[src/rtl/otrb_ram.sv]
// generic single write port ram with registered read
module otrb_ram #(
  parameter int WIDTH = 8,
  parameter int DEPTH = 32
) (
  input  logic                     clk,
  input  logic                     we,
  input  logic [$clog2(DEPTH)-1:0] waddr,
  input  logic [WIDTH-1:0]         wdata,
  input  logic                     re,
  input  logic [$clog2(DEPTH)-1:0] raddr,
  output logic [WIDTH-1:0]         rdata
);

  logic [WIDTH-1:0] mem [DEPTH];

  // write port
  always_ff @(posedge clk) begin
    if (we) begin
      mem[waddr] <= wdata;
    end
  end

  // registered read port
  always_ff @(posedge clk) begin
    if (re) begin
      rdata <= mem[raddr];
    end
  end

endmodule

[config.mk]
export PLATFORM = sky130hd
export DESIGN_NAME = otrb_ram
export DESIGN_NICKNAME = d
export VERILOG_FILES = /design/src/rtl/otrb_ram.sv
export SDC_FILE = /design/constraint.sdc
export NUM_CORES = 1
export LEC_CHECK = 0
export ABC_AREA = 1
export CAP_MARGIN = 10
export CORE_ASPECT_RATIO = 0.8
export CORE_MARGIN = 4
export CORE_UTILIZATION = 37
export CTS_CLUSTER_DIAMETER = 80
export DETAILED_ROUTE_END_ITERATION = 10
export DONT_BUFFER_PORTS = 1
export PLACE_DENSITY = 0.56
export SLEW_MARGIN = 20
export SYNTH_ARGS = -nofsm -noshare
export SYNTH_HDL_FRONTEND = slang
export SYNTH_SLANG_ARGS = --single-unit
[constraint.sdc]
create_clock -name clk -period 3.12 [get_ports clk]
set_clock_uncertainty 0.05 [all_clocks]
set_input_delay 0.156 -clock clk [delete_from_list [all_inputs] [get_ports clk]]
set_output_delay 0.156 -clock clk [all_outputs]
set_load 0.03 [all_outputs]
* After elaboration in Yosys (flattened, before gate mapping)
Memories as Yosys holds them, arrays and structs flattened. A register that Yosys moved wholly into a read port is not among the register bits. Index checks and enable logic that the tools add are counted. W data, S select, Z words.
Storage, ports and cells: register bits after elaboration 0, RAM bits 256, output and inout port bits 8, logic and storage cells 3, memories 1
Operators by class: multiplexer cells 2
Memories:
- mem | words 32, bits a word 8, read ports 1, clocked after memory_dff 1, write ports 1, RTL line 15 | logic [WIDTH-1:0] mem [DEPTH];
Operator list (count):
- $mux W1 | 2

* Depth between registers and ports, before layout
Gate-level depths: netlist of the first run.
word-level depth 2, depth in mapped cells 11, gate-level depth less buffers 9

* Least setup slack after synthesis of the first run
Ideal clock, no wire load.
path type input to register, start input port waddr[0], end memory mem[0][0] (enable), setup time 0.370 ns, data arrival time 0.820 ns, required time 2.700 ns, path slack 1.880 ns, stages 3, path buffers 0, path through inv_1 > nand3_1 > nor2_1
RTL lines:
- from (decl) | RTL line 8 | input logic [$clog2(DEPTH)-1:0] waddr,
- to (decl) | RTL line 15
Straight into the memory's write port.

==> impl_metrics.ini, run 1 <==
[outcome]
outcome = complete, no violations

[global_route]
grt_pass1_wl_um = 40010
antenna_found_initial = 0
grt_pass1_vias = 6397
grtUsageTotal_pct = 16.18
grt_max_degree = 130
grt_overflow = 0

[sta]
fin_setup_tns_ps = 0
fin_ws_ps = 776.8
worstMarginPinSlew_ps = 923.3
rsz0062_at_grt = false
relSlewSlack_pct = 38.22
drv_slew = 0
fin_hold_ws_ps = 22.38
setup_viol_count_final = 0
period_share_pct = 75.10
fmax_mhz = 426.8
hold_violations = 0
period_needed_ps = 2343

[worst_setup_path]
crit_path_cell_trace = nand2_1 > nand3_1 > nand3_1 > nand2_1 > nand2_1 > nand2_1 > nand2_1 > dlygate4sd3_1 > nand2_1 > dlygate4sd3_1
cp_max_fo = 1
end_kind = register
critPathMostFrequentCell = nand2_1
startpoint_type = register
path_delay_family = buffers and inverters
worst-setup-path-type = reg2reg
critPathMaxStageDelay_ps = 560
cp_data_arrival_time_ps = 2570
cp_slowest_cell = dlygate4sd3_1
required_ps = 3350
path_buf_inv = 2

[final_layout]
multi_input_area_um2 = 2492
ff_latch_area_um2 = 7928
diodes = 0
fin_area_um2 = 12040
area_growth_pct = 10.77
drive_gt1_share_pct = 5.090
fin_cells = 1313
fillers = 2711
nets = 949

[clock_network]
ctsHtreeMaxLevel = 1
cts.sink_count = 264
clk_pin_slew_ps = 60
cts_root_buf = clkbuf_16
post_cts_resize_count = 0
cts_made_buffers = 27
tritoncts = done
cts_setup_buffers = 0
clock_path_buffers = 3
ctsHoldBuffers = 22
clk_latency_ps = 530

[synth]
syn_area_um2 = 10870
yosys.area.top_type = edfxtp_1
synth.area.top_cells = edfxtp_1 (73%), nand2_1 (12%), nand3_1 (9.4%)
ys_seq_elements = 264
yosys.cell_types.count = 11
syn_avg_cell_area_um2 = 11.79
synthCells = 922
yosysSeqAreaShare_pct = 72.95
syn_nets = 943
yosys_warnings = 0
synth_top_area_share_pct = 72.95

[power]
vdd_ir_drop_max_mv = 0.6209
power_density_nw_per_um2 = 600.4
p_leak_nw = 4.321

[floorplanning]
dieArea_um2 = 32190
core_area_um2 = 28630
start_util_pct = 37.96
core.rowCount = 55
dieHeight_um = 161.3
io_pins = 29
die_x_um = 199.6

[placed_design]
post_dp_cell_area_um2 = 10990
pre_cts_slack_ps = 1331
port_buffers = 0
numPlacedInstances = 1247
hpwlAfterDp_um = 14840
gp_congestion = 0.7987

[job]
cap_viol_max_count = 0

[detailed_routing]
drc_errors = 0
routedWlPerCell_um = 19.88
via_per_inst = 5.091
vias = 6684
finalWirelength_um = 26100
drtAntennaViolNets = 0
first_pass_iters = 5
drt_iter0_markers = 646

[hold_path]
hp-class = in2reg
-- cell type report --
cell class | count | area share (%)
flip-flops and latches | 264 | 65.86
multi-input cells | 596 | 20.71
clock buffers | 34 | 5.832
well taps | 370 | 3.846
repair buffers | 29 | 3.035
clock inverters | 10 | 0.3846
inverters | 10 | 0.3326
-- state kept, by name (all words and copies together) (netlist names) --
| signal | flops |
|---|---|
| mem | 256 |
| rdata | 8 |
-- layer usage --
layer	track usage, %	vias up	wire length, um
met1	23.87	3268	12160
met2	25.78	165	12220
li1	-	3211	-
met5	0	-	0
met3	2.357	40	1220
met4	3.272	0	497
-- per-stage QoR --
stage	util (%)	power (mW)
2_1_floorplan	-	4.346
3_3_place_gp	38.38	4.371
3_5_place_dp	38.38	4.373
4_1_cts	42.05	7.281
5_1_grt	42.05	7.480
6_report	42.05	7.227
-- synth_stat cells, drive strengths merged --
master	count
buf	45
nand2	360
nand3	204
clkbuf	7
edfxtp	264
inv	10
nor2	32
-- worst register-to-register path: stages, from the launching register on --
cell	delay, ps
edfxtp_1	350
nand2_1	70
nand3_1	70
nand3_1	130
nand2_1	60
nand2_1	60
nand2_1	80
nand2_1	60
dlygate4sd3_1	560
nand2_1	60
dlygate4sd3_1	540
-- power breakdown --
group          total, mW  switching [mW]  internal [mW]
sequential          3.99          0.0358           3.96
combinational      0.407           0.278          0.129
clock               2.83            1.25           1.57
total               7.23            1.57           5.66
-- cell usage in the layout (no fill, tap or decap) --
| master | netlist | routed |
|---|---|---|
| inv_1 | 8 | 8 |
| clkbuf_16 | 0 | 27 |
| buf_4 | 4 | 6 |
| dlygate4sd3_1 | 0 | 14 |
| nand3_1 | 204 | 204 |
| buf_12 | 0 | 9 |
| clkinv_1 | 0 | 6 |
| inv_2 | 2 | 1 |
| inv_6 | 0 | 1 |
| clkbuf_1 | 7 | 7 |
| nor2_1 | 32 | 32 |
| inv_4 | 0 | 1 |
| edfxtp_1 | 264 | 264 |
| nand2_1 | 360 | 360 |
| clkinv_2 | 0 | 3 |
-- path summary, 6_finish.rpt --
check | start | endpoint | slack (ps) | depth (start not counted)
max reg2reg | mem[29][1] | rdata[1] | 780 | 10
min reg2reg | mem[0][3] | rdata[3] | 780 | 8
min | raddr[2] | rdata[5] | 20 | 6
max | mem[29][1] | rdata[1] | 780 | 10
-- cell families after synthesis --
kind of cell  share of synthesized area (%)
simple gates                          22.94
buf+inv                               4.111
flops                                 72.95
No activity file was read; power rests on OpenSTA's default activity.
==> run 2: changes to the inputs <==
==> constraint.sdc (replaced) <==
create_clock -name clk -period 2.4 [get_ports clk]
set_clock_uncertainty 0.05 [all_clocks]
set_input_delay 0.12 -clock clk [delete_from_list [all_inputs] [get_ports clk]]
set_output_delay 0.12 -clock clk [all_outputs]
set_load 0.03 [all_outputs]
==> impl_metrics.ini, run 2 (same netlist as run 1, synthesis figures left out) <==
[final_layout]
area_growth_pct = 14.22
final_common_cell = nand2_1
largest_register_ffs = 256
diodes = 0
post-route-util_pct = 43.36
drive_gt1_share_pct = 8.350
fillers = 2651
reg_top3 = mem: 256 flops, rdata: 8 flops
regMostFlops = mem
fin_cells = 1352
nets = 986
final_cell_mix = nand2_1 (360), edfxtp_1 (264), nand3_1 (204)

[worst_setup_path]
cp_slowest_cell = dlygate4sd3_1
path_buf_inv = 1
ff2ff_setup_slack_ps = 520
cp-endpoint = rdata[6]
cp_data_arrival_time_ps = 2140
cp_max_fo = 1
required_ps = 2650
worst-setup-path-type = reg2reg
r2r_end = rdata[6]
regToRegStartpoint = mem[28][6]
path_depth = 9
critPathMaxStageDelay_ps = 550
startpoint_type = register
crit_start = mem[28][6]
crit_path_cell_trace = nand2_1 > nand3_1 > nand3_1 > nand2_1 > nand2_1 > nand2_1 > nand2_1 > dlygate4sd3_1 > nand2_1
worstRegToRegCells = 9
path_delay_family = simple AND/OR/NAND/NOR gates
critPathMostFrequentCell = nand2_1
end_kind = register

[floorplanning]
core.rowCount = 55
dieArea_um2 = 32190
core_area_um2 = 28630
start_util_pct = 37.96
dieHeight_um = 161.3
die_x_um = 199.6
io_pins = 29

[global_route]
grt_util_met1_pct = 25.58
antenna_found_initial = 0
busiest_layer = met1
met2_usage_pct = 24.85
grt_pass1_vias = 6539
use_met3_pct = 2.377
grt_max_degree = 130
grt_overflow = 0
grt_pass1_wl_um = 40970
grtUsageTotal_pct = 16.55

[sta]
drv_slew = 0
rsz0062_at_grt = false
period_needed_ps = 1885
period_share_pct = 78.53
fmax_mhz = 530.6
fin_ws_ps = 515.2
setup_viol_count_final = 0
worstMarginPinSlew_ps = 633.3
hold_violations = 0
fin_setup_tns_ps = 0
relSlewSlack_pct = 57.62

[detailed_routing]
drt_iter0_markers = 670
first_pass_iters = 5
vias = 6872
drc_errors = 0
drtAntennaViolNets = 0
via_per_inst = 5.083
finalWirelength_um = 26640
routedWlPerCell_um = 19.70

[power]
vdd_ir_drop_max_mv = 0.5334
power_density_nw_per_um2 = 779.8
total_power_mw = 9.679
p_leak_nw = 4.548

[placed_design]
hpwlAfterDp_um = 14960
numPlacedInstances = 1279
gp_congestion = 0.8039
port_buffers = 0
pre_cts_slack_ps = 774.0

[clock_network]
ctsHtreeMaxLevel = 1
cts_root_buf = clkbuf_16
cts.sink_count = 264
cts_made_buffers = 27
post_cts_resize_count = 0
tritoncts = done
clk_latency_ps = 540
clk_pin_slew_ps = 60
clock_path_buffers = 3
ctsHoldBuffers = 27
cts_setup_buffers = 0

[outcome]
outcome = complete, no violations

[hold_path]
hp-class = in2reg

[job]
cap_viol_max_count = 0
==> run 2: cell count changes in the layout (fill, tap and decap cells not counted), sizes merged <==
cell         previous run  this run
buf                    15        47
dlygate4sd3            14        19
clkinv                  9        10
bufinv                  0         2
clkbuf                 34        33
==> run 2: worst min path at each step <==
| stage | startpoint | end | slack [ps] | cells past startpoint |
|---|---|---|---|---|
| final | raddr[2] | rdata[6] | 40 | 6 |
| after detailed placement | wdata[4] | mem[5][4] | 170 | 0 |
| after global placement | wdata[0] | mem[5][0] | 170 | 0 |
| after floorplan | wdata[0] | mem[0][0] | 170 | 0 |
| after CTS | raddr[2] | rdata[6] | 10 | 6 |
| after global routing | raddr[2] | rdata[7] | 60 | 6 |
==> run 2: routing by layer <==
metal  wire, um  part of all wire (%)
met1      12690                    48
met2      12060                    45
met3       1263                   4.7
met4        626                   2.4
met5          0                     0
==> run 2: final cells by class <==
cell class | instances | area (um^2) | share of cell area, %
Inverter | 10 | 40.04 | 0.3226
Multi-Input combinational cell | 596 | 2492 | 20.08
Timing Repair Buffer | 66 | 680.7 | 5.484
Sequential cell | 264 | 7928 | 63.87
Tap cell | 370 | 462.9 | 3.730
Clock inverter | 13 | 110.1 | 0.8871
Clock buffer | 33 | 698.2 | 5.625
==> run 2: worst register-to-register path: cells and delay by family (launching register included) <==
family                 cells  cell delay, ps
buffers and inverters      1             550
flip-flops                 1             360
AND/OR/NAND/NOR            8             690
==> run 2: report_power, final <==
part	switching (mW)	internal, mW	leakage (nW)
registers	0.0449	5.14	2.39
logic	0.369	0.185	1.77
clock network	1.68	2.26	0.395
total	2.09	7.59	4.55
==> run 2: metrics by stage <==
step                hold slack [ps]  cell area (um^2)
floorplan                     168.9             10870
global placement              171.1             11250
detailed placement            171.2             11250
CTS                           9.617             12410
global route                  55.27             12410
finish                        35.28             12410
==> run 3: changes to the inputs <==
==> constraint.sdc (replaced) <==
create_clock -name clk -period 1.85 [get_ports clk]
set_clock_uncertainty 0.05 [all_clocks]
set_input_delay 0.0925 -clock clk [delete_from_list [all_inputs] [get_ports clk]]
set_output_delay 0.0925 -clock clk [all_outputs]
set_load 0.03 [all_outputs]
==> impl_metrics.ini, run 3 (same netlist as run 1, synthesis figures left out) <==
[outcome]
outcome = complete, no violations

[sta]
hold_violations = 0
worstMarginPinSlew_ps = 638.9
relSlewSlack_pct = 57.27
drv_slew = 0
period_needed_ps = 1779
fin_setup_tns_ps = 0
period_share_pct = 96.19
rsz0062_at_grt = false
fmax_mhz = 562.0
setup_viol_count_final = 0

[worst_setup_path]
startpoint_type = input port
end_kind = register
path_delay_family = buffers and inverters
cp_data_arrival_time_ps = 1970
cp_max_fo = 7
path_buf_inv = 4
cp_slowest_cell = dlygate4sd3_1
worst-setup-path-type = in2reg
required_ps = 2040
critPathMaxStageDelay_ps = 620
critPathMostFrequentCell = dlygate4sd3_1
crit_path_cell_trace = dlygate4sd3_1 > inv_1 > nand3_1 > dlygate4sd3_1 > nor2_1 > buf_4

[final_layout]
final_common_cell = nand2_1
diodes = 0
drive_gt1_share_pct = 8.761
post-route-util_pct = 43.68
reg_top3 = mem: 256 flops, rdata: 8 flops
largest_register_ffs = 256
final_cell_mix = nand2_1 (360), edfxtp_1 (264), nand3_1 (203)
nets = 994
regMostFlops = mem
area_growth_pct = 15.07

[clock_network]
tritoncts = done
cts_made_buffers = 26
ctsHtreeMaxLevel = 1
clock_path_buffers = 3
clk_latency_ps = 530
cts_root_buf = clkbuf_16
cts_setup_buffers = 0
cts.sink_count = 264
clk_pin_slew_ps = 60

[global_route]
grtUsageTotal_pct = 17.07
grt_max_degree = 130
antenna_found_initial = 0
grt_pass1_vias = 6856
grt_pass1_wl_um = 42570
grt_overflow = 0

[detailed_routing]
first_pass_iters = 5
drtAntennaViolNets = 0
vias = 6915
finalWirelength_um = 27290
routedWlPerCell_um = 20.02
via_per_inst = 5.073
drt_iter0_markers = 618
drc_errors = 0

[floorplanning]
die_x_um = 199.6
core_area_um2 = 28630
dieHeight_um = 161.3
io_pins = 29
core.rowCount = 55
start_util_pct = 37.96
dieArea_um2 = 32190

[placed_design]
port_buffers = 0
gp_congestion = 0.7988
hpwlAfterDp_um = 15570

[power]
p_leak_nw = 4.583
vdd_ir_drop_max_mv = 0.7962
power_density_nw_per_um2 = 997.0

[hold_path]
hp-class = in2reg

[job]
cap_viol_max_count = 0
## run 3: area by class of cell
cell class | count | area, um^2
Tap cell | 370 | 462.9
Inverter | 10 | 40.04
Sequential cell | 264 | 7928
Clock buffer | 40 | 724.4
Timing Repair Buffer | 75 | 790.8
Fill cell | 2669 | 16120
Clock inverter | 8 | 61.31
Multi-Input combinational cell | 596 | 2497
## run 3: what timing repair did
item | in CTS | in global routing
hold endpoints to repair | 276 | 0
resized for setup | 0 | 1
endpoints found under the setup margin | 0 | 1
hold buffers | 30 | 0
## run 3: where the power goes
part	switching [mW]	internal [mW]	total, mW
logic	0.491	0.253	0.744
registers	0.0592	6.67	6.73
clock network	2.17	2.83	4.99
## run 3: path summary, 6_finish.rpt
path | to | cells past startpoint | slack (ps) | startpoint
setup / recovery | mem[11][2] | 6 | 70 | waddr[2]
hold / removal | rdata[7] | 6 | 3 | raddr[2]
setup reg to reg | rdata[0] | 8 | 500 | mem[13][0]
hold reg to reg | rdata[5] | 8 | 800 | mem[6][5]
## run 3: worst register-to-register path: cells and delay by family (launching register included)
kind / cells / cell delay, ps
flip-flops: 1 / 360
AND/OR/NAND/NOR: 8 / 690
## run 3: layer usage
metal	routed length (um)	GRT usage [%]	part of all wire, %
met2	12570	26.01	46
met1	13100	26.34	48
met4	433	3.272	1.6
met3	1187	2.461	4.3
met5	0	0	0
## run 3: stage by stage
step | power [mW] | area (um^2) | hold slack, ps | worst slack [ps] | std cells
detailed placement | 7.414 | 11340 | 143.8 | 342.5 | 1286
global route | 12.93 | 12500 | 26.40 | 17.84 | 1363
finish | 12.47 | 12500 | 3.045 | 70.56 | 1363
global placement | 7.412 | 11340 | 143.6 | 344.6 | 1286
floorplan | 7.329 | 10870 | 141.4 | 673.5 | 922
CTS | 12.58 | 12510 | 1.048 | 77.05 | 1364
