**src/rtl/otrb_pkg.sv**
```systemverilog
// shared types, constants and helpers for the overwriting trace ring buffer
package otrb_pkg;

  // ring geometry
  localparam int TRACE_DEPTH = 32;
  localparam int IDX_W       = $clog2(TRACE_DEPTH);
  localparam int CNT_W       = $clog2(TRACE_DEPTH + 1);
  localparam int SUM_W       = CNT_W + 1;

  // request codes
  localparam logic [1:0] REQ_RECORD    = 2'd0;
  localparam logic [1:0] REQ_TRACE_ON  = 2'd1;
  localparam logic [1:0] REQ_TRACE_OFF = 2'd2;
  localparam logic [1:0] REQ_DRAIN     = 2'd3;

  // result kinds
  localparam logic [1:0] KIND_STATUS  = 2'd0;
  localparam logic [1:0] KIND_EVENT   = 2'd1;
  localparam logic [1:0] KIND_SUMMARY = 2'd2;

  // one recorded action as it comes in
  typedef struct packed {
    logic        boundary;
    logic [15:0] action_kind;
    logic [7:0]  player_num;
    logic [31:0] tick;
    logic [31:0] data1;
    logic [31:0] data2;
    logic [31:0] data3;
  } evt_t;

  // one ring entry: sequence stamp plus the event
  typedef struct packed {
    logic [31:0] sequence_num;
    evt_t        evt;
  } entry_t;

  localparam int ENTRY_W = $bits(entry_t);

  // result beat control, aligned with the ram read data
  typedef struct packed {
    logic        valid;
    logic [1:0]  kind;
    logic        tracing;
    logic        last;
    logic [31:0] dropped;
  } res_ctl_t;

  // ring index advance with wrap
  function automatic logic [IDX_W-1:0] idx_inc(input logic [IDX_W-1:0] idx);
    logic [IDX_W-1:0] nxt;
    if (idx == IDX_W'(TRACE_DEPTH - 1)) begin
      nxt = '0;
    end else begin
      nxt = idx + IDX_W'(1);
    end
    return nxt;
  endfunction

endpackage

```
**src/rtl/otrb_ctrl.sv**
```systemverilog
// ring pointers, counters and drain sequencer of the trace buffer
module otrb_ctrl (
  input  logic                       clk,
  input  logic                       rst,
  input  logic                       start,
  input  logic [1:0]                 req_type,
  input  otrb_pkg::evt_t             evt,
  output logic                       busy,
  output logic                       wr_en,
  output logic [otrb_pkg::IDX_W-1:0] wr_addr,
  output otrb_pkg::entry_t           wr_data,
  output logic                       rd_en,
  output logic [otrb_pkg::IDX_W-1:0] rd_addr,
  output otrb_pkg::res_ctl_t         res
);
  import otrb_pkg::*;

  localparam logic ST_IDLE  = 1'b0;
  localparam logic ST_DRAIN = 1'b1;

  logic             state;
  logic             trace_enabled;
  logic [IDX_W-1:0] oldest;
  logic [CNT_W-1:0] entry_count;
  logic [31:0]      dropped;
  logic [31:0]      seq_count;
  logic [IDX_W-1:0] rd_ptr;
  logic [CNT_W-1:0] remaining;

  logic             accept;
  logic             full;
  logic             rec;
  logic [SUM_W-1:0] slot_sum;
  logic [SUM_W-1:0] slot_wrap;
  res_ctl_t         res_next;

  assign busy   = (state == ST_DRAIN);
  assign accept = start && !busy;
  assign full   = (entry_count == CNT_W'(TRACE_DEPTH));
  assign rec    = accept && (req_type == REQ_RECORD) && trace_enabled;

  // next free slot: oldest plus count, folded once into the ring
  assign slot_sum  = SUM_W'(oldest) + SUM_W'(entry_count);
  assign slot_wrap = (slot_sum >= SUM_W'(TRACE_DEPTH)) ?
                     slot_sum - SUM_W'(TRACE_DEPTH) : slot_sum;

  // write side: a full ring reuses the oldest slot
  assign wr_en   = rec;
  assign wr_addr = full ? oldest : slot_wrap[IDX_W-1:0];
  assign wr_data = '{sequence_num: seq_count + 32'd1, evt: evt};

  // read side: only while draining, so no write can hit the same entry
  assign rd_en   = (state == ST_DRAIN) && (remaining != '0);
  assign rd_addr = rd_ptr;

  // result beat for the next cycle
  always_comb begin
    res_next = '0;
    case (state)
      ST_IDLE: begin
        if (accept && (req_type == REQ_TRACE_ON || req_type == REQ_TRACE_OFF)) begin
          res_next.valid   = 1'b1;
          res_next.kind    = KIND_STATUS;
          res_next.tracing = (req_type == REQ_TRACE_ON);
          res_next.last    = 1'b1;
        end
      end
      ST_DRAIN: begin
        // read issued now, beat goes out with the read data
        res_next.valid = 1'b1;
        if (remaining != '0) begin
          res_next.kind = KIND_EVENT;
        end else begin
          res_next.kind    = KIND_SUMMARY;
          res_next.last    = 1'b1;
          res_next.dropped = dropped;
        end
      end
      default: begin
      end
    endcase
  end

  // sequencer and ring state
  always_ff @(posedge clk) begin
    if (rst) begin
      state         <= ST_IDLE;
      trace_enabled <= 1'b0;
      oldest        <= '0;
      entry_count   <= '0;
      dropped       <= '0;
      seq_count     <= '0;
      rd_ptr        <= '0;
      remaining     <= '0;
      res           <= '0;
    end else begin
      res <= res_next;
      case (state)
        ST_IDLE: begin
          if (accept) begin
            case (req_type)
              REQ_RECORD: begin
                if (trace_enabled) begin
                  seq_count <= seq_count + 32'd1;
                  if (full) begin
                    oldest <= idx_inc(oldest);
                    if (dropped != '1) begin
                      dropped <= dropped + 32'd1;
                    end
                  end else begin
                    entry_count <= entry_count + CNT_W'(1);
                  end
                end
              end
              REQ_TRACE_ON, REQ_TRACE_OFF: begin
                trace_enabled <= (req_type == REQ_TRACE_ON);
              end
              REQ_DRAIN: begin
                state     <= ST_DRAIN;
                rd_ptr    <= oldest;
                remaining <= entry_count;
              end
              default: begin
              end
            endcase
          end
        end
        ST_DRAIN: begin
          if (remaining != '0) begin
            remaining <= remaining - CNT_W'(1);
            rd_ptr    <= idx_inc(rd_ptr);
          end else begin
            entry_count <= '0;
            oldest      <= '0;
            dropped     <= '0;
            state       <= ST_IDLE;
          end
        end
        default: begin
          state <= ST_IDLE;
        end
      endcase
    end
  end

  // checks
  a_count_bound: assert property (@(posedge clk) disable iff (rst)
    entry_count <= CNT_W'(TRACE_DEPTH))
    else $error("entry count beyond ring depth");

  a_summary_ends_drain: assert property (@(posedge clk) disable iff (rst)
    (state == ST_DRAIN && remaining == '0) |=>
      (res.valid && res.kind == KIND_SUMMARY && res.last && state == ST_IDLE))
    else $error("drain did not end with a summary beat");

  a_event_not_last: assert property (@(posedge clk) disable iff (rst)
    (res.valid && res.kind == KIND_EVENT) |-> !res.last)
    else $error("event beat marked last");

  a_no_write_in_drain: assert property (@(posedge clk) disable iff (rst)
    wr_en |-> (state == ST_IDLE && !rd_en))
    else $error("ring write during drain");

endmodule

```
**config.mk**
```make
export PLATFORM = sky130hd
export DESIGN_NAME = otrb_ctrl
export DESIGN_NICKNAME = d
export VERILOG_FILES = /design/src/rtl/otrb_pkg.sv /design/src/rtl/otrb_ctrl.sv
export SDC_FILE = /design/constraint.sdc
export NUM_CORES = 1
export LEC_CHECK = 0
export BUFFER_PORTS_ARGS = -buffer_cell sky130_fd_sc_hd__buf_4
export CORE_AREA = 2 2 154 156
export DETAILED_ROUTE_END_ITERATION = 7
export DIE_AREA = 0 0 156 158
export GPL_ROUTABILITY_DRIVEN = 0
export HOLD_SLACK_MARGIN = 0.02
export SLEW_MARGIN = 20
export SYNTH_ARGS = -nofsm -noshare
export SYNTH_HDL_FRONTEND = slang
export SYNTH_SLANG_ARGS = --single-unit
```
**constraint.sdc**
```tcl
create_clock -name clk -period 1.9 [get_ports clk]
set_clock_uncertainty 0.1 [all_clocks]
set_input_delay 0.285 -clock clk [delete_from_list [all_inputs] [get_ports clk]]
set_output_delay 0.285 -clock clk [all_outputs]
set_load 0.005 [all_outputs]
```
# After elaboration in Yosys (flattened, before gate mapping)
# Index checks and enable logic that the tools add are counted.
[totals]
regBits = 125
out_inout_bits = 235
elab_cells = 98
[classes]
addsub = 8
order_cmp = 1
n_eq_ne = 16
n_mux = 40
n_bitwise = 2
n_reduce_logical = 18
[ops]
columns = ["cell", "count"]
rows = [
  ["32-bit two-way mux", 6],
  ["5-bit two-way mux", 13],
  ["32-bit by 1-bit adder with 32-bit output, second input constant", 2],
  ["32-bit one-hot mux with 2 select lines", 1],
  ["6-bit two-way mux", 8],
  ["33-bit two-way mux", 1],
  ["32-bit != test, second input constant", 1],
  ["6-bit one-hot mux with 2 select lines", 2],
  ["5-bit one-hot mux with 2 select lines", 2],
  ["2-bit != test, second input constant", 7],
  ["5-bit by 1-bit adder with 5-bit output, second input constant", 2],
  ["5-bit equality test, second input constant", 2],
  ["5-bit AND reduction", 2],
  ["5-bit by 6-bit adder with 7-bit output", 1],
  ["7-bit by 6-bit greater-or-equal comparator with 1-bit output, second input constant", 1],
  ["6-bit by 1-bit adder with 6-bit output, second input constant", 1],
  ["6-bit equality test, second input constant", 1],
  ["3-bit one-hot mux with 2 select lines", 1],
  ["3-bit AND reduction", 2],
  ["6-bit AND reduction", 1],
  ["6-bit nonzero test", 1],
  ["3-bit OR reduction", 2],
  ["6-bit by 1-bit subtractor with 6-bit output, second input constant", 1],
  ["1-bit logical AND", 5],
  ["13 further kinds", 19],
]

# Longest topological paths before layout
# Gate-level depths: netlist (run 1).
[depth]
ltp_word = 7
ltp_mapped = 9
ltp_nobuf = 8

# Worst setup path after synthesis (run 1)
# OpenSTA, ideal clock, no wires.
[synth_path]
path_kind = "flip-flop to output port"
from = "register seq_count[0]"
to = "output port wr_data[167] (netlist bit)"
arrival_ns = 1.604
required_ns = 1.515
path_slack_ns = -0.089
stages_incl_launch_ff = 6
path_buffers = 0
cell_sequence = "dfxtp_1 -> ha_1 -> nand3_1 -> nor4_1 -> nand3_1 -> xnor2_1"
[synth_lines]
columns = ["element", "line", "rtl"]
rows = [
  ["start, declared", "otrb_ctrl.sv:26", "logic [31:0] seq_count;"],
  ["start signal, assigned", "otrb_ctrl.sv:104", "seq_count <= seq_count + 32'd1;"],
  ["end, declared", "otrb_ctrl.sv:11", "output otrb_pkg::entry_t wr_data,"],
]

# Worst setup path in the final report (run 1)
[layout_path]
from = "register oldest[0]"
to = "output port wr_addr[4] (netlist bit)"
[layout_via]
elab_chain_cells = 4
word_cells_on_any_way = 5
[layout_lines]
columns = ["element", "line", "rtl"]
rows = [
  ["start, declared", "otrb_ctrl.sv:23", "logic [IDX_W-1:0] oldest;"],
  ["start signal, assigned", "otrb_ctrl.sv:106", "oldest <= idx_inc(oldest);"],
  ["5-bit by 6-bit adder with 7-bit output *", "otrb_ctrl.sv:43", "assign slot_sum = SUM_W'(oldest) + SUM_W'(entry_count);"],
  ["7-bit by 6-bit greater-or-equal comparator with 1-bit output or 5-bit by 1-bit subtractor with 5-bit output (tied branches)", "otrb_ctrl.sv:44, otrb_ctrl.sv:45", ""],
  ["5-bit two-way mux *", "otrb_ctrl.sv:44", "assign slot_wrap = (slot_sum >= SUM_W'(TRACE_DEPTH)) ?"],
  ["5-bit two-way mux *", "otrb_ctrl.sv:49", "assign wr_addr = full ? oldest : slot_wrap[IDX_W-1:0];"],
  ["end, declared", "otrb_ctrl.sv:10", "output logic [otrb_pkg::IDX_W-1:0] wr_addr,"],
]
# Mark *: on every way between the ends. The rest lies on a longest branch, timed or not.

==> key figures, run 1 <==
Outcome
  • Run status: complete, but fails checks
  • Violated checks: negative setup slack

Drt
  • Total DRC errors in the routed layout: 0
  • Number of vias per cell after detailed routing: between 5 and 6
  • Post-route ant nets: 0
  • Drt first pass iters: 4
  • Via Count: 6,798
  • Post-detailed-routing wire length: 26.5 mm
  • Initial detailed-routing violation count: 416
  • Average routed wire per standard cell: about 20 um

Worst setup path
  • Crit Path Category: register to output port
  • Arrival time worst endpoint: 2050 ps
  • Critical Path Source Type: register
  • Max FO, Critical Path: 2
  • Crit path launch: oldest[0]$_SDFFE_PP0P_
  • Source of the worst register-to-register timing path: entry_count[0]$_SDFFE_PP0P_
  • Kind of end point of the critical path: output port
  • Count of cells along the worst register-to-register path: 11
  • Data required, critical path: 1510 ps

Synthesis
  • Mean Syn Cell Area: between 8 and 9 um2
  • Complex-gate fraction of the synthesized area: a little over an eighth
  • Flip-flop cell with the highest count after synthesis: sky130_fd_sc_hd__dfxtp_1
  • Largest family of logic cells by synthesized area: simple AND/OR/NAND/NOR gates
  • Area leader, netlist: sky130_fd_sc_hd__dfxtp_1
  • Synthesized area: between 7000 and 8000 um2
  • Post-Synth XOR/XNOR Area: under 10%
  • Dominant cells by area after synthesis: sky130_fd_sc_hd__dfxtp_1, sky130_fd_sc_hd__buf_4, sky130_fd_sc_hd__xor2_1
  • Adder-Cell Fraction of Synth Area: under 10%
  • Simple-gate portion of the synthesized area: about a quarter
  • Portion of the post-synthesis area used by sequential elements: 33.2%
  • Warnings from Yosys: 0
  • Share of flip-flops with an asynchronous set or reset after synthesis: 0%
  • Number of distinct standard cells referenced by the synthesized netlist: 69
  • Mux share of post-synthesis cell area: 1.43%
  • Number of instances in the synthesized netlist: 894
  • Number of flops mapped to enable cells by yosys: 0
  • Number of register bits inferred by synthesis: between 100 and 150
  • Portion of synthesized cell area occupied by the leading cell type: between 30% and 40%
  • Mapped Nets: about 1,100

Timing
  • Highest clock frequency the design can meet: a little over 0.4 GHz
  • Least setup slack across all paths after layout: -538 ps
  • Max_slew headroom: between 70% and 80%
  • Setup repair after global routing missed its margin: true
  • Number of endpoints with negative hold slack in the final report: 0
  • Fin crit period: 2440 ps
  • Period Utilization, post-route: 128%
  • Number of pins exceeding their max-slew limit in the final report: 0
  • Slew at the pin closest to its max-slew limit: around 450 ps
  • Final setup fails: 81

Run
  • Max_cap viols: 0

Die
  • Die span in x: 156 um
  • Overall die area: approximately 25,000 um2
  • Initial Util: between 30% and 40%
  • CORE AREA: ~23,000 um2
  • # rows: 56
  • IO Pins: just under 400
  • Floorplan die height: between 150 and 200 um

Global route
  • Remaining global-route overflow: 0
  • Via count of the first global-routing pass: about 6,600
  • First-pass GRT wire length: about 39 mm
  • Pin count of the biggest net entering global routing: 31
  • Global router's overall resource usage: about a fifth
  • Antenna violations before repair: 0

Layout
  • # nets final: 1,183
  • Layout Cell Area excl Fill: roughly 10,000 um2
  • Fraction of final layout cells with drive strength greater than 1: 47.8%
  • Ant. Diodes: 0
  • Synthesis-to-finish area growth: 38.5%
  • Non-filler cells in the finished layout: 1,309

Placed design
  • Placed inst area: 8530 um2
  • Post-placement worst setup slack: -287 ps
  • # placed instances: around 1,200
  • Port Buffer Count: 86
  • Final HPWL from detailed placement: around 19 mm

Clock tree
  • Sink Count: ~130
  • Clock tree from TritonCTS: yes
  • Clock latency reported for the late side of the worst-skew pair: 430 ps
  • Maximum root-to-sink buffer count: 2
  • Clock root cell: sky130_fd_sc_hd__clkbuf_16
  • Clock-pin slew on the worst setup and hold paths: ~60 ps
  • Total CTS buffers: 17
  • H-Tree Depth: 4

Pwr
  • P_leak: about 4.4 nW
  • Max IR drop VDD: 0.322 mV
  • Power Density: a little under 600 nW/um2

Worst hold path
  • Worst min-delay path category: primary input to register
  • Beginning of the worst hold path: start
  • Worst hold stages: 3
## report_power, final
part           internal, mW  total [mW]  switching (mW)
clock                  1.96        3.24            1.28
sequential             2.63        2.64          0.0116
combinational        0.0901       0.234           0.144
## through the flow
stage	utilization, %	power, mW	setup TNS, ps	hold slack [ps]
floorplan	-	3.08	-69.2	330
global placement	37.0	2.91	-5440	387
detailed placement	37.0	2.91	-8680	398
CTS	43.4	6.17	-21690	64.5
global route	45.3	6.31	-33110	68.8
finish	45.3	6.12	-23580	81.2
## synthesized netlist by cell type (10+ instances only)
| cell type | count |
|---|---|
| sky130_fd_sc_hd__buf_4 | 153 |
| sky130_fd_sc_hd__and2_1 | 35 |
| sky130_fd_sc_hd__nand2_1 | 54 |
| sky130_fd_sc_hd__dfxtp_1 | 125 |
| sky130_fd_sc_hd__clkbuf_1 | 23 |
| sky130_fd_sc_hd__xor2_1 | 31 |
| sky130_fd_sc_hd__xnor2_1 | 26 |
| sky130_fd_sc_hd__nor3_1 | 27 |
| sky130_fd_sc_hd__ha_1 | 17 |
| sky130_fd_sc_hd__buf_2 | 10 |
| sky130_fd_sc_hd__nand4_1 | 23 |
| sky130_fd_sc_hd__inv_1 | 20 |
| sky130_fd_sc_hd__a21oi_1 | 48 |
| sky130_fd_sc_hd__o21ai_0 | 26 |
| sky130_fd_sc_hd__a31oi_1 | 11 |
| sky130_fd_sc_hd__and3_1 | 18 |
| sky130_fd_sc_hd__nand3_1 | 28 |
| sky130_fd_sc_hd__nor2_1 | 69 |
## placed cells by master (no fill, tap or decap), types with 6 or more instances in the layout
cell type                   Yosys  routed
sky130_fd_sc_hd__a211oi_1       9       7
sky130_fd_sc_hd__a21oi_1       48      30
sky130_fd_sc_hd__a21oi_2        0      17
sky130_fd_sc_hd__a311oi_1       9       7
sky130_fd_sc_hd__a31oi_1       11      10
sky130_fd_sc_hd__and2_1        35      33
sky130_fd_sc_hd__and3_1        18      15
sky130_fd_sc_hd__and4_1         8       7
sky130_fd_sc_hd__buf_12         0       7
sky130_fd_sc_hd__buf_4        153     245
sky130_fd_sc_hd__buf_6          1      36
sky130_fd_sc_hd__clkbuf_16      0      17
sky130_fd_sc_hd__dfxtp_1      125     111
sky130_fd_sc_hd__dfxtp_2        0      11
sky130_fd_sc_hd__ha_1          17      12
sky130_fd_sc_hd__inv_1         20      17
sky130_fd_sc_hd__nand2_1       54      48
sky130_fd_sc_hd__nand3_1       28      16
sky130_fd_sc_hd__nand3_4        2      12
sky130_fd_sc_hd__nand4_1       23      23
sky130_fd_sc_hd__nor2_1        69      56
sky130_fd_sc_hd__nor2_2         1       7
sky130_fd_sc_hd__nor2_4         0       7
sky130_fd_sc_hd__nor2b_1        6       6
sky130_fd_sc_hd__nor3_1        27      21
sky130_fd_sc_hd__nor4_4         4       7
sky130_fd_sc_hd__o21ai_0       26      21
sky130_fd_sc_hd__or3_1          9       8
sky130_fd_sc_hd__xnor2_1       26      13
sky130_fd_sc_hd__xnor2_2        0      13
sky130_fd_sc_hd__xor2_1        31      30
## path summary, 6_finish.rpt
path	endpoint	slack (ps)
hold reg to reg	trace_enabled$_SDFFE_PP0P_	410
setup / recovery	wr_addr[4]	-540
setup reg to reg	dropped[19]$_SDFFE_PP0P_	-450
hold / removal	res[36]$_SDFF_PP0_	80
## flip-flops by register name, indices dropped and copies added (netlist names)
| name | count |
|---|---|
| busy | 1 |
| dropped | 32 |
| entry_count | 6 |
| oldest | 5 |
| rd_addr | 5 |
| remaining | 6 |
| res | 37 |
| seq_count | 32 |
| trace_enabled | 1 |
## worst max-delay path: stages, from the launching register on
cell and delay, ps:
sky130_fd_sc_hd__dfxtp_2 330, sky130_fd_sc_hd__ha_4 160, sky130_fd_sc_hd__inv_2 50, sky130_fd_sc_hd__fa_2 200
sky130_fd_sc_hd__nor2b_1 50, sky130_fd_sc_hd__o21a_1 160, sky130_fd_sc_hd__or3_1 320, sky130_fd_sc_hd__nand3_2 100
sky130_fd_sc_hd__xnor2_2 120, sky130_fd_sc_hd__buf_4 140
## layout make-up
cell class,instances,area (um2)
clock buffers,18,439
multi-input cells,552,4460
clock inverters,13,141
well taps,290,363
flip-flops and latches,125,2530
repair buffers,290,2430
fillers,2126,12600
inverters,21,83.8
## logic make-up after synthesis
family | count (synthesis)
and+or+nand+nor | 317
buffers and inverters | 217
AOI/OAI and AO/OA | 150
DFF | 125
xor gates and xnor gates | 57
adders and majority gates | 18
muxes | 10
## per-layer routing
layer / vias up / wire length, um / share of wire (%) / GRT usage (%)
li1: 3209 / - / - / -
met1: 3195 / 9110 / 34 / 20.2
met2: 321 / 13400 / 50 / 35.7
met3: 71 / 3280 / 12 / 12.4
met4: 2 / 664 / 2.5 / 7.86
met5: - / 44 / 0.17 / 1.45
## what timing repair did
item,4_1_cts,5_1_grt
setup endpoints to repair,86,97
setup buffers,29,16
pin swaps,91,56
hold buffers,0,0
hold endpoints to repair,0,0
gates cloned,2,0
gates resized for setup,131,84
No activity file was read; power rests on OpenSTA's default activity.
==> inputs of run 2 (changes only) <==
RECOVER_POWER = 50   (was default)
SETUP_SLACK_MARGIN = 0.02   (was default)
==> key figures, run 2 (synthesized netlist as in run 1, its figures left out) <==
Layout
  • Commonest cells after routing, fill and taps aside: sky130_fd_sc_hd__buf_4, sky130_fd_sc_hd__dfxtp_1, sky130_fd_sc_hd__nor2_1, sky130_fd_sc_hd__nand2_1, sky130_fd_sc_hd__buf_6
  • Most common cell after layout, fill and taps aside: sky130_fd_sc_hd__buf_4
  • Ant. Diodes: 0
  • Fraction of final layout cells with drive strength greater than 1: 50.8%
  • Top reg by flops: res
  • # nets final: 1,194
  • Largest register FFs: 37
  • Multi-input gate area: 4650 um2
  • Filler cell count: between 2,000 and 2,500
  • Reg area: 2540 um2
  • Synthesis-to-finish area growth: 42.9%
  • Registers with the highest flip-flop counts: res (37), dropped (32), seq_count (32)

Clock tree
  • Clock tree from TritonCTS: yes
  • Clock root cell: sky130_fd_sc_hd__clkbuf_16
  • Maximum root-to-sink buffer count: 2
  • Clock latency reported for the late side of the worst-skew pair: between 400 and 500 ps
  • Total CTS buffers: 17
  • Sink Count: 125
  • Clock-pin slew on the worst setup and hold paths: approximately 70 ps
  • H-Tree Depth: 4

Worst setup path
  • Source of the worst register-to-register timing path: entry_count[0]$_SDFFE_PP0P_
  • Max FO, Critical Path: 4
  • Capturing point of the worst reg2reg path: dropped[5]$_SDFFE_PP0P_
  • Count of cells along the worst register-to-register path: 11
  • Minimum setup slack among reg-to-reg paths: -340 ps
  • Arrival time worst endpoint: 2050 ps
  • Crit Path Category: register to output port
  • Kind of end point of the critical path: output port
  • Endpoint of the most critical setup path: wr_data[175]
  • Crit path launch: seq_count[14]$_SDFFE_PP0P_
  • Critical Path Source Type: register
  • Data required, critical path: 1510 ps

Outcome
  • Violated checks: negative setup slack
  • Run status: complete, but fails checks

Placed design
  • Port Buffer Count: between 80 and 90
  • Post-placement worst setup slack: -230 ps
  • Final HPWL from detailed placement: about 18 mm

Run
  • Max_cap viols: 0

Timing
  • Final worst hold slack: ~48 ps
  • Setup repair after global routing missed its margin: true
  • Max_slew headroom: 66.9%
  • Least setup slack across all paths after layout: -538 ps
  • Highest clock frequency the design can meet: between 0.4 and 0.5 GHz
  • Final setup fails: between 80 and 90
  • Period Utilization, post-route: 128%
  • Slew at the pin closest to its max-slew limit: between 400 and 500 ps
  • Number of endpoints with negative hold slack in the final report: 0
  • Post-Route Setup TNS: -22,510 ps
  • Number of pins exceeding their max-slew limit in the final report: 0
  • Fin crit period: 2440 ps

Pwr
  • Fraction of power consumed by combinational cells: under 10%
  • Internal Power: 4.66 mW
  • Share of total power in the clock network: roughly 53%
  • Max IR drop VDD: 0.430 mV
  • Sequential group share of total power: approximately 43%
  • Power Density: roughly 570 nW/um2
  • Sw Ratio: between 20% and 30%
  • P_leak: ~4.5 nW
  • Net Switching: 1.45 mW

Drt
  • Drt first pass iters: 5
  • Total DRC errors in the routed layout: 0
  • Average routed wire per standard cell: between 15 and 20 um
  • Post-detailed-routing wire length: between 20 and 30 mm
  • Via Count: 6,868
  • Initial detailed-routing violation count: approximately 320
  • Post-route ant nets: 0
  • Number of vias per cell after detailed routing: just over 5

Die
  • IO Pins: 393
  • Die span in x: around 160 um
  • Initial Util: around 33%
  • CORE AREA: approximately 23,000 um2
  • # rows: 56
  • Floorplan die height: 158 um
  • Overall die area: ~25,000 um2

Global route
  • Global router's overall resource usage: around 19%
  • Pin count of the biggest net entering global routing: 32
  • First-pass GRT wire length: ~37 mm
  • Via count of the first global-routing pass: 6,613
  • Remaining global-route overflow: 0
  • Antenna violations before repair: 0

Worst hold path
  • Worst min-delay path category: primary input to register
  • Beginning of the worst hold path: start
==> run 2: cell count changes in the layout (fill, tap and decap cells not counted), sizes merged <==
cell,change
clkbuf,-1
bufbuf,-1
clkinv,-1
inv,+3
buf,+12
==> run 2: area by class of cell <==
type	count	share of cell area [%]
clock buffer	17	3.95
clock inverter	15	1.47
inverter	21	0.778
multi-input combinational	552	43.1
sequential	125	23.6
tap	290	3.37
timing repair buffer	301	23.7
==> run 2: critical path, stage by stage (launching register included) <==
cell and delay [ps]:
sky130_fd_sc_hd__dfxtp_1 350, sky130_fd_sc_hd__and3_1 210, sky130_fd_sc_hd__nor4b_4 260, sky130_fd_sc_hd__buf_4 170, sky130_fd_sc_hd__buf_6 110, sky130_fd_sc_hd__and2_4 190
sky130_fd_sc_hd__nand2_2 60, sky130_fd_sc_hd__xnor2_1 160, sky130_fd_sc_hd__buf_4 130
==> run 2: timing repair <==
item,in CTS,in global routing
setup endpoints to repair,90,105
pin swaps,95,81
hold buffers,0,0
cloned,1,0
gates resized for setup,164,108
endpoints found under the hold margin,0,0
setup buffers,33,21
==> run 2: how the worst min path moves through the flow <==
stage / endpoint / depth (start not counted)
global placement: remaining[5]$_SDFFE_PP0P_ / 1
detailed placement: trace_enabled$_SDFFE_PP0P_ / 2
floorplan: res[36]$_SDFF_PP0_ / 2
global route: res[36]$_SDFF_PP0_ / 3
CTS: res[36]$_SDFF_PP0_ / 3
finish: res[36]$_SDFF_PP0_ / 3
==> run 2: per-stage QoR <==
stage          util [%]  power, mW  area, um2  cells
3_3_place_gp       37.3       2.91       8590   1244
6_report           46.8       6.11      10800   1321
2_1_floorplan         -       3.08       7590    894
4_1_cts            44.1       6.16      10200   1306
3_5_place_dp       37.3       2.91       8590   1244
5_1_grt            46.8       6.30      10800   1321
==> run 2: power groups by stage <==
stage | clock, mW | combinational (mW) | sequential, mW
floorplan | 0 | 0.374 | 2.70
global placement | 0 | 0.204 | 2.70
detailed placement | 0 | 0.205 | 2.70
CTS | 3.29 | 0.217 | 2.64
global route | 3.40 | 0.253 | 2.64
finish | 3.24 | 0.231 | 2.64
==> run 2: routing by layer <==
layer	vias up	part of all wire, %	GRT usage (%)
met2	285	50	32.3
met4	4	3.8	9.35
met1	3271	37	21.2
met5	-	0.31	2.48
li1	3233	-	-
met3	75	8.5	7.58
